**src/hdl/blr_pkg.sv**
```systemverilog
// Shared constants and controller/datapath interface types for the line rasterizer.
package blr_pkg;

  localparam int COORD_BITS    = 6;
  localparam int DBL_BITS      = COORD_BITS + 2;
  localparam int ERR_BITS      = COORD_BITS + 3;
  localparam int PITCH_BITS    = COORD_BITS + 1;
  localparam int ADDR_BITS     = 2 * COORD_BITS;
  localparam int PROD_BITS     = COORD_BITS + PITCH_BITS;
  localparam int IN_FIELD_BITS = 4 * COORD_BITS;
  localparam int IN_DATA_BITS  = ((IN_FIELD_BITS + 7) / 8) * 8;
  localparam int OUT_FIELD_BITS = 2 * COORD_BITS + ADDR_BITS;
  localparam int OUT_DATA_BITS = ((OUT_FIELD_BITS + 7) / 8) * 8;

  localparam logic [PITCH_BITS-1:0] PITCH_RESET = PITCH_BITS'(64);

  typedef struct packed {
    logic load;
    logic emit;
  } ctrl_cmd_t;

  typedef struct packed {
    logic at_end;
    logic slot_free;
  } dp_status_t;

endpackage

```
**src/hdl/blr_ctrl.sv**
```systemverilog
// Controller state machine: takes a request, then sequences one pixel per free output slot.
module blr_ctrl (
  input  logic                clk,
  input  logic                rst_n,
  input  logic                in_tvalid,
  output logic                in_tready,
  input  blr_pkg::dp_status_t status,
  output blr_pkg::ctrl_cmd_t  cmd
);
  import blr_pkg::*;

  typedef enum logic {IDLE, RUN} state_t;

  state_t state_r;
  state_t state_nxt;

  assign in_tready = (state_r == IDLE);
  assign cmd.load  = in_tvalid && in_tready;
  assign cmd.emit  = (state_r == RUN) && status.slot_free;

  always_comb begin
    state_nxt = state_r;
    unique case (state_r)
      IDLE: begin
        if (cmd.load) begin
          state_nxt = RUN;
        end
      end
      RUN: begin
        if (cmd.emit && status.at_end) begin
          state_nxt = IDLE;
        end
      end
      default: state_nxt = IDLE;
    endcase
  end

  always_ff @(posedge clk) begin
    if (!rst_n) begin
      state_r <= IDLE;
    end else begin
      state_r <= state_nxt;
    end
  end

  a_emit_in_run: assert property (@(posedge clk) disable iff (!rst_n)
    cmd.emit |-> state_r == RUN)
    else $error("pixel emitted outside a line");

  a_end_to_idle: assert property (@(posedge clk) disable iff (!rst_n)
    (cmd.emit && status.at_end) |=> in_tready)
    else $error("controller did not return to idle after end pixel");

  a_load_to_run: assert property (@(posedge clk) disable iff (!rst_n)
    cmd.load |=> state_r == RUN && !in_tready)
    else $error("controller did not start a line after request");

endmodule

```
**src/hdl/blr_datapath.sv**
```systemverilog
// Datapath: line setup, error-term stepping, pixel address and output register.
module blr_datapath (
  input  logic                               clk,
  input  logic                               rst_n,
  input  logic [blr_pkg::IN_DATA_BITS-1:0]   in_tdata,
  input  logic                               cfg_wr_en,
  input  logic [blr_pkg::PITCH_BITS-1:0]     cfg_wr_data,
  input  blr_pkg::ctrl_cmd_t                 cmd,
  output blr_pkg::dp_status_t                status,
  output logic                               out_tvalid,
  input  logic                               out_tready,
  output logic [blr_pkg::OUT_DATA_BITS-1:0]  out_tdata,
  output logic                               out_tlast
);
  import blr_pkg::*;

  logic [PITCH_BITS-1:0]      row_pitch_r;
  logic [COORD_BITS-1:0]      cur_x_r, cur_y_r, end_x_r, end_y_r;
  logic signed [ERR_BITS-1:0] err_r;
  logic [DBL_BITS-1:0]        dbl_dx_r, dbl_dy_r;
  logic                       sx_neg_r, sy_neg_r, x_major_r;

  logic [COORD_BITS-1:0]      start_x, start_y, end_x, end_y;
  logic signed [COORD_BITS:0] dx_s, dy_s;
  logic [COORD_BITS:0]        dx_mag, dy_mag;
  logic [COORD_BITS-1:0]      dx_abs, dy_abs;
  logic [DBL_BITS-1:0]        dbl_dx, dbl_dy;
  logic                       x_major;
  logic signed [ERR_BITS-1:0] err_init;

  logic                       minor_step;
  logic [DBL_BITS-1:0]        dbl_major, dbl_minor;
  logic signed [ERR_BITS-1:0] err_nxt;
  logic [COORD_BITS-1:0]      x_stepped, y_stepped, cur_x_nxt, cur_y_nxt;

  logic [PROD_BITS-1:0]       addr_prod;
  logic [ADDR_BITS-1:0]       addr;

  logic                       out_valid_r;
  logic [COORD_BITS-1:0]      out_x_r, out_y_r;
  logic [ADDR_BITS-1:0]       out_addr_r;
  logic                       out_last_r;

  // request setup
  assign start_x = in_tdata[COORD_BITS-1:0];
  assign start_y = in_tdata[2*COORD_BITS-1:COORD_BITS];
  assign end_x   = in_tdata[3*COORD_BITS-1:2*COORD_BITS];
  assign end_y   = in_tdata[4*COORD_BITS-1:3*COORD_BITS];

  assign dx_s   = $signed({1'b0, end_x}) - $signed({1'b0, start_x});
  assign dy_s   = $signed({1'b0, end_y}) - $signed({1'b0, start_y});
  assign dx_mag = dx_s[COORD_BITS] ? -dx_s : dx_s;
  assign dy_mag = dy_s[COORD_BITS] ? -dy_s : dy_s;
  assign dx_abs = dx_mag[COORD_BITS-1:0];
  assign dy_abs = dy_mag[COORD_BITS-1:0];
  assign dbl_dx = {1'b0, dx_abs, 1'b0};
  assign dbl_dy = {1'b0, dy_abs, 1'b0};
  assign x_major = dbl_dx > dbl_dy;
  assign err_init = x_major ? $signed(ERR_BITS'(dbl_dy) - ERR_BITS'(dx_abs))
                            : $signed(ERR_BITS'(dbl_dx) - ERR_BITS'(dy_abs));

  // pixel stepping
  assign minor_step = !err_r[ERR_BITS-1];
  assign dbl_major  = x_major_r ? dbl_dx_r : dbl_dy_r;
  assign dbl_minor  = x_major_r ? dbl_dy_r : dbl_dx_r;
  assign err_nxt    = err_r + $signed(ERR_BITS'(dbl_minor))
                      - (minor_step ? $signed(ERR_BITS'(dbl_major)) : '0);
  assign x_stepped  = sx_neg_r ? cur_x_r - COORD_BITS'(1) : cur_x_r + COORD_BITS'(1);
  assign y_stepped  = sy_neg_r ? cur_y_r - COORD_BITS'(1) : cur_y_r + COORD_BITS'(1);
  assign cur_x_nxt  = (x_major_r || minor_step) ? x_stepped : cur_x_r;
  assign cur_y_nxt  = (!x_major_r || minor_step) ? y_stepped : cur_y_r;

  assign status.at_end    = x_major_r ? (cur_x_r == end_x_r) : (cur_y_r == end_y_r);
  assign status.slot_free = !out_valid_r || out_tready;

  assign addr_prod = PROD_BITS'(cur_y_r) * PROD_BITS'(row_pitch_r);
  assign addr      = ADDR_BITS'(addr_prod + PROD_BITS'(cur_x_r));

  always_ff @(posedge clk) begin
    if (!rst_n) begin
      row_pitch_r <= PITCH_RESET;
    end else if (cfg_wr_en) begin
      row_pitch_r <= cfg_wr_data;
    end
  end

  always_ff @(posedge clk) begin
    if (cmd.load) begin
      cur_x_r   <= start_x;
      cur_y_r   <= start_y;
      end_x_r   <= end_x;
      end_y_r   <= end_y;
      dbl_dx_r  <= dbl_dx;
      dbl_dy_r  <= dbl_dy;
      sx_neg_r  <= dx_s[COORD_BITS];
      sy_neg_r  <= dy_s[COORD_BITS];
      x_major_r <= x_major;
      err_r     <= err_init;
    end else if (cmd.emit && !status.at_end) begin
      cur_x_r <= cur_x_nxt;
      cur_y_r <= cur_y_nxt;
      err_r   <= err_nxt;
    end
  end

  always_ff @(posedge clk) begin
    if (!rst_n) begin
      out_valid_r <= 1'b0;
    end else if (cmd.emit) begin
      out_valid_r <= 1'b1;
    end else if (out_tready) begin
      out_valid_r <= 1'b0;
    end
  end

  always_ff @(posedge clk) begin
    if (cmd.emit) begin
      out_x_r    <= cur_x_r;
      out_y_r    <= cur_y_r;
      out_addr_r <= addr;
      out_last_r <= status.at_end;
    end
  end

  assign out_tvalid = out_valid_r;
  assign out_tdata  = OUT_DATA_BITS'({out_addr_r, out_y_r, out_x_r});
  assign out_tlast  = out_last_r;

  a_emit_fills: assert property (@(posedge clk) disable iff (!rst_n)
    cmd.emit |=> out_tvalid)
    else $error("emitted pixel not presented");

  a_end_last: assert property (@(posedge clk) disable iff (!rst_n)
    (cmd.emit && status.at_end) |=> out_tlast)
    else $error("end pixel not flagged last");

  a_no_overrun: assert property (@(posedge clk) disable iff (!rst_n)
    cmd.emit |-> (!out_tvalid || out_tready))
    else $error("output register overwritten while held");

endmodule

```
**src/hdl/bresenham_line_rasterizer.sv**
```systemverilog
// Top level of the Bresenham line rasterizer: controller plus datapath.
//
//  channel  | ports              | payload
//  ---------+--------------------+-------------------------------------------------
//  request  | in_tvalid/tready   | in_tdata: start_x, start_y, end_x, end_y
//  pixel    | out_tvalid/tready  | out_tdata: pixel_x, pixel_y, pixel_address;
//           |                    | out_tlast: last_pixel
//  config   | cfg_wr_en          | cfg_wr_data: row_pitch
//
// A request is loaded into the setup registers, then the error-term step loop gives one pixel
// per cycle while the output slot is free; the next request can be taken in the cycle after
// the end pixel is emitted into the output register. Output stalls hold the loop.
// Reset returns the block to idle with row_pitch at 64.
module bresenham_line_rasterizer (
  input  logic                               clk,
  input  logic                               rst_n,
  input  logic                               in_tvalid,
  output logic                               in_tready,
  // start_x, start_y, end_x, end_y
  input  logic [blr_pkg::IN_DATA_BITS-1:0]   in_tdata,
  output logic                               out_tvalid,
  input  logic                               out_tready,
  // pixel_x, pixel_y, pixel_address
  output logic [blr_pkg::OUT_DATA_BITS-1:0]  out_tdata,
  output logic                               out_tlast,
  input  logic                               cfg_wr_en,
  input  logic [blr_pkg::PITCH_BITS-1:0]     cfg_wr_data
);
  import blr_pkg::*;

  ctrl_cmd_t  cmd;
  dp_status_t status;

  blr_ctrl u_ctrl (
    .clk       (clk),
    .rst_n     (rst_n),
    .in_tvalid (in_tvalid),
    .in_tready (in_tready),
    .status    (status),
    .cmd       (cmd)
  );

  blr_datapath u_datapath (
    .clk         (clk),
    .rst_n       (rst_n),
    .in_tdata    (in_tdata),
    .cfg_wr_en   (cfg_wr_en),
    .cfg_wr_data (cfg_wr_data),
    .cmd         (cmd),
    .status      (status),
    .out_tvalid  (out_tvalid),
    .out_tready  (out_tready),
    .out_tdata   (out_tdata),
    .out_tlast   (out_tlast)
  );

endmodule
```
**config.mk**
```make
export PLATFORM = sky130hd
export DESIGN_NAME = bresenham_line_rasterizer
export DESIGN_NICKNAME = d
export VERILOG_FILES = /design/src/hdl/blr_pkg.sv /design/src/hdl/blr_ctrl.sv /design/src/hdl/blr_datapath.sv /design/src/hdl/bresenham_line_rasterizer.sv
export SDC_FILE = /design/constraint.sdc
export NUM_CORES = 1
export LEC_CHECK = 0
export ABC_CLOCK_PERIOD_IN_PS = 7900
export BUFFER_PORTS_ARGS = -buffer_cell sky130_fd_sc_hd__buf_2
export CAP_MARGIN = 30
export CORE_UTILIZATION = 47
export DETAILED_ROUTE_END_ITERATION = 10
export PLACE_DENSITY_LB_ADDON = 0.1
export SYNTH_ARGS = -nofsm -noshare
export SYNTH_HDL_FRONTEND = slang
export SYNTH_SLANG_ARGS = --single-unit
```
**constraint.sdc**
```tcl
create_clock -name clk -period 7.9 [get_ports clk]
set_input_delay 1.185 -clock clk [delete_from_list [all_inputs] [get_ports clk]]
set_output_delay 1.185 -clock clk [all_outputs]
set_load 0.02 [all_outputs]
```
==> flow_metrics.env <==
export IMPL_final_nets=822
export IMPL_violations="design-rule violations"
export IMPL_die_w_um=121
export IMPL_h_tree_depth=3
export IMPL_antenna_found_initial=0
export IMPL_finClkSkew_ns=0.00492
export IMPL_syn_inst=613
export IMPL_diodes=0
export IMPL_post_route_min_period_ns=4.71
export IMPL_cts_setup_buffers=0
export IMPL_swShare_pct=40.7
export IMPL_num_fill_cells=1221
export IMPL_final_hold_viol_count=0
export IMPL_synth_edf_count=72
export IMPL_grt_pass1_wl_um=22500
export IMPL_status="finished with violations"
export IMPL_yosysTopAreaCell="edfxtp_1"
export IMPL_cts_resized_gates=0
export IMPL_core_area_mm2=0.0139
export IMPL_ctsHoldBuffers=0
export IMPL_cap_violations=0
export IMPL_synthTopCellsByArea="edfxtp_1 (32%), ha_1 (13%), fa_1 (11%), xnor2_1 (4.3%), inv_1 (4.1%)"
export IMPL_cts_sinks=81
export IMPL_area_growth_synth_to_final_pct=12.1
export IMPL_hpwl_um=10400
export IMPL_rsz0062_at_grt="false"
export IMPL_p_leak_nw=3.39
export IMPL_worstSkewPairLatency_ns=0.34
export IMPL_gp_congestion=0.823
export IMPL_fin_crit_sh_pct=59.6
export IMPL_synth_top_area_share_pct=32.4
export IMPL_drive_above_1_share_pct=16.1
export IMPL_start_util_pct=48.1
export IMPL_avgRoutedWirePerCell_um=15.2
export IMPL_postRouteWirelength_um=13100
export IMPL_synth_top_flop_cell="edfxtp_1"
export IMPL_synth_async_reset_ratio_pct=0
export IMPL_crit_arrival_ns=4.79
export IMPL_combPwrFrac_pct=57.3
export IMPL_root_buffer="clkbuf_16"
export IMPL_seq_area_frac_synth_pct=35.1
export IMPL_p_seq_share_pct=27.6
export IMPL_rows=43
export IMPL_clockPowerShare_pct=15.1
export IMPL_cts_tree="done"
export IMPL_ant_nets=0
export IMPL_vias_per_cell=5.22
export IMPL_worstSetupPathType="input pin to register"
export IMPL_setup_viol=0
export IMPL_first_pass_iters=7
export IMPL_intPower_mw=1.62
export IMPL_clk_pin_slew_worst_paths_ns=0.06
export IMPL_power_density_mw_per_mm2=365
export IMPL_clock_path_buffers=2
export IMPL_switchingPower_mw=1.11
export IMPL_die_h_um=121
export IMPL_syn_cell_area_mm2=0.00667
export IMPL_die_area_mm2=0.0147
export IMPL_min_path_type="register to register"
export IMPL_slew_headroom_pct=37.9
export IMPL_worstMarginPinSlew_ns=0.923
export IMPL_overflow=0
export IMPL_synth_seq_cells=81
export IMPL_cts_buffers=9
export IMPL_track_usage_pct=19.8
export IMPL_yosysUniqueCellTypes=58
export IMPL_fin_setup_tns_ns=0
export IMPL_worstHoldPathCells=2
export IMPL_endpoint_kind="register"
export IMPL_syn_nets=756
export IMPL_slew_viol_final=0
export IMPL_portBuffers=62
export IMPL_clock_fmax_ghz=0.213
export IMPL_postSynthAreaPerCell_um2=10.9
export IMPL_grt_pass1_vias=4643
export IMPL_crit_required_ns=7.98
export IMPL_yosys_warnings=0
export IMPL_ir_worst_vdd_mv=0.190
export IMPL_drtIter0Drc=183
export IMPL_r2r_cells=17
export IMPL_grt_max_degree=48
export IMPL_path_max_fanout=9
export IMPL_drt_drc_violations_left=2
export IMPL_vias=4509
export IMPL_power_total_mw=2.73
export IMPL_start_kind="input pin"
export IMPL_pin_count=63
## synthesized netlist by cell type (2+ instances only)
cell / n
clkbuf_1: 9
nand2_1: 31
o21ai_0: 15
xnor2_2: 2
xnor2_1: 33
xor2_1: 23
ha_1: 71
a21boi_0: 2
nand2b_1: 4
a31oi_1: 4
nor2_1: 27
or2_2: 6
nor4_1: 2
edfxtp_1: 72
mux2_2: 6
nor2b_1: 12
o211ai_1: 5
a21oi_1: 40
a21o_1: 19
nand3_1: 5
xnor3_1: 2
nor3b_1: 2
and2_1: 35
o21bai_1: 9
o311ai_2: 2
mux2i_1: 16
inv_1: 72
o2111ai_1: 2
dfxtp_1: 9
o21ai_1: 5
inv_2: 4
o31a_1: 2
a211oi_2: 2
fa_1: 36
nor3_1: 4
## layout by cell type, fill, tap and decap left out, types with 3 or more instances in the layout
cell / netlist / final
a21o_1: 19 / 19
a21oi_1: 40 / 40
a31oi_1: 4 / 4
and2_1: 35 / 35
buf_2: 0 / 62
buf_4: 0 / 3
clkbuf_16: 0 / 9
dfxtp_1: 9 / 9
edfxtp_1: 72 / 72
fa_1: 36 / 36
ha_1: 71 / 71
inv_1: 72 / 72
inv_2: 4 / 4
mux2_2: 6 / 6
mux2i_1: 16 / 16
nand2_1: 31 / 31
nand2b_1: 4 / 4
nand3_1: 5 / 5
nor2_1: 27 / 27
nor2b_1: 12 / 12
nor3_1: 4 / 4
o211ai_1: 5 / 5
o21ai_0: 15 / 15
o21ai_1: 5 / 5
o21bai_1: 9 / 9
or2_2: 6 / 6
xnor2_1: 33 / 33
xor2_1: 23 / 23
## cell type report
type                       count  area (um^2)  area share, %
sequential                    81         2340           31.3
inverter                      76          285           3.81
clock buffer                  10          229           3.06
multi-input combinational    446         4010           53.6
tap                          180          225           3.01
timing repair buffer          65          333           4.45
clock inverter                 6         58.8          0.786
## cell families after synthesis
logic type,after synthesis,share of synthesized area [%]
simple gates,136,10.7
fa+ha+maj,108,24.3
xor+xnor,62,9.17
flops,81,35.1
buf+inv,86,4.84
compound gates,118,12.4
mux,22,3.41
## path summary, 6_finish.rpt
path / slack, ns / start / to
worst max register to register: 3.25 / u_datapath.cur_y_r[2] / u_datapath.out_addr_r[11]
worst min-delay path: 0.53 / u_ctrl.state_r / u_datapath.out_tvalid
worst min register to register: 0.53 / u_ctrl.state_r / u_datapath.out_tvalid
worst max-delay path: 3.19 / in_tdata[12] / u_datapath.err_r[5]
## critical path, cell delays in order
cell and delay (ns):
buf_2 0.10, inv_1 0.05, ha_1 0.15, inv_1 0.05
fa_1 0.41, a211oi_2 0.23, o21ai_1 0.14, a21oi_4 0.25
and2_1 0.17, xor2_1 0.40, ha_1 0.32, and4_1 0.15
a21oi_1 0.17, o31a_1 0.34, maj3_4 0.34, mux2i_1 0.23
o21ai_1 0.07
## stage by stage
| step | setup WS, ns | util, % | area [um^2] | hold slack [ns] | cells |
|---|---|---|---|---|---|
| 2_1_floorplan | 3.33 | - | 6670 | 0.424 | 613 |
| 3_3_place_gp | 3.02 | 51.8 | 7190 | 0.519 | 848 |
| 3_5_place_dp | 2.87 | 51.8 | 7190 | 0.528 | 848 |
| 4_1_cts | 3.22 | 53.9 | 7480 | 0.537 | 864 |
| 5_1_grt | 2.92 | 53.9 | 7480 | 0.592 | 864 |
| 6_report | 3.19 | 53.9 | 7480 | 0.530 | 864 |
## flip-flops by register name, indices dropped and copies added, names as in the netlist, 6 cells and up
| signal | cells |
|---|---|
| u_datapath.cur_y_r | 6 |
| u_datapath.err_r | 8 |
| u_datapath.row_pitch_r | 7 |
| u_datapath.cur_x_r | 6 |
| u_datapath.end_x_r | 6 |
| u_datapath.end_y_r | 6 |
| u_datapath.out_addr_r | 12 |
| u_datapath.dbl_dy_r | 6 |
| u_datapath.out_x_r | 6 |
| u_datapath.out_y_r | 6 |
| u_datapath.dbl_dx_r | 6 |
## layer usage
metal / share of wire (%) / vias up / GRT usage [%]
met1: 47 / 2172 / 26.1
met3: 2.8 / 15 / 3.43
met5: 0 / - / 0
li1: - / 2252 / -
met2: 49 / 70 / 33.5
met4: 1.3 / 0 / 5.48
## power by group through the flow
stage          Clock (mW)  Combinational, mW  Sequential, mW
6_report            0.412               1.56           0.753
5_1_grt             0.439               1.79           0.771
4_1_cts             0.421               1.58           0.757
3_5_place_dp            0               1.55           0.766
3_3_place_gp            0               1.53           0.763
2_1_floorplan           0               1.24           0.750
Power figures use the tool's default switching activity.
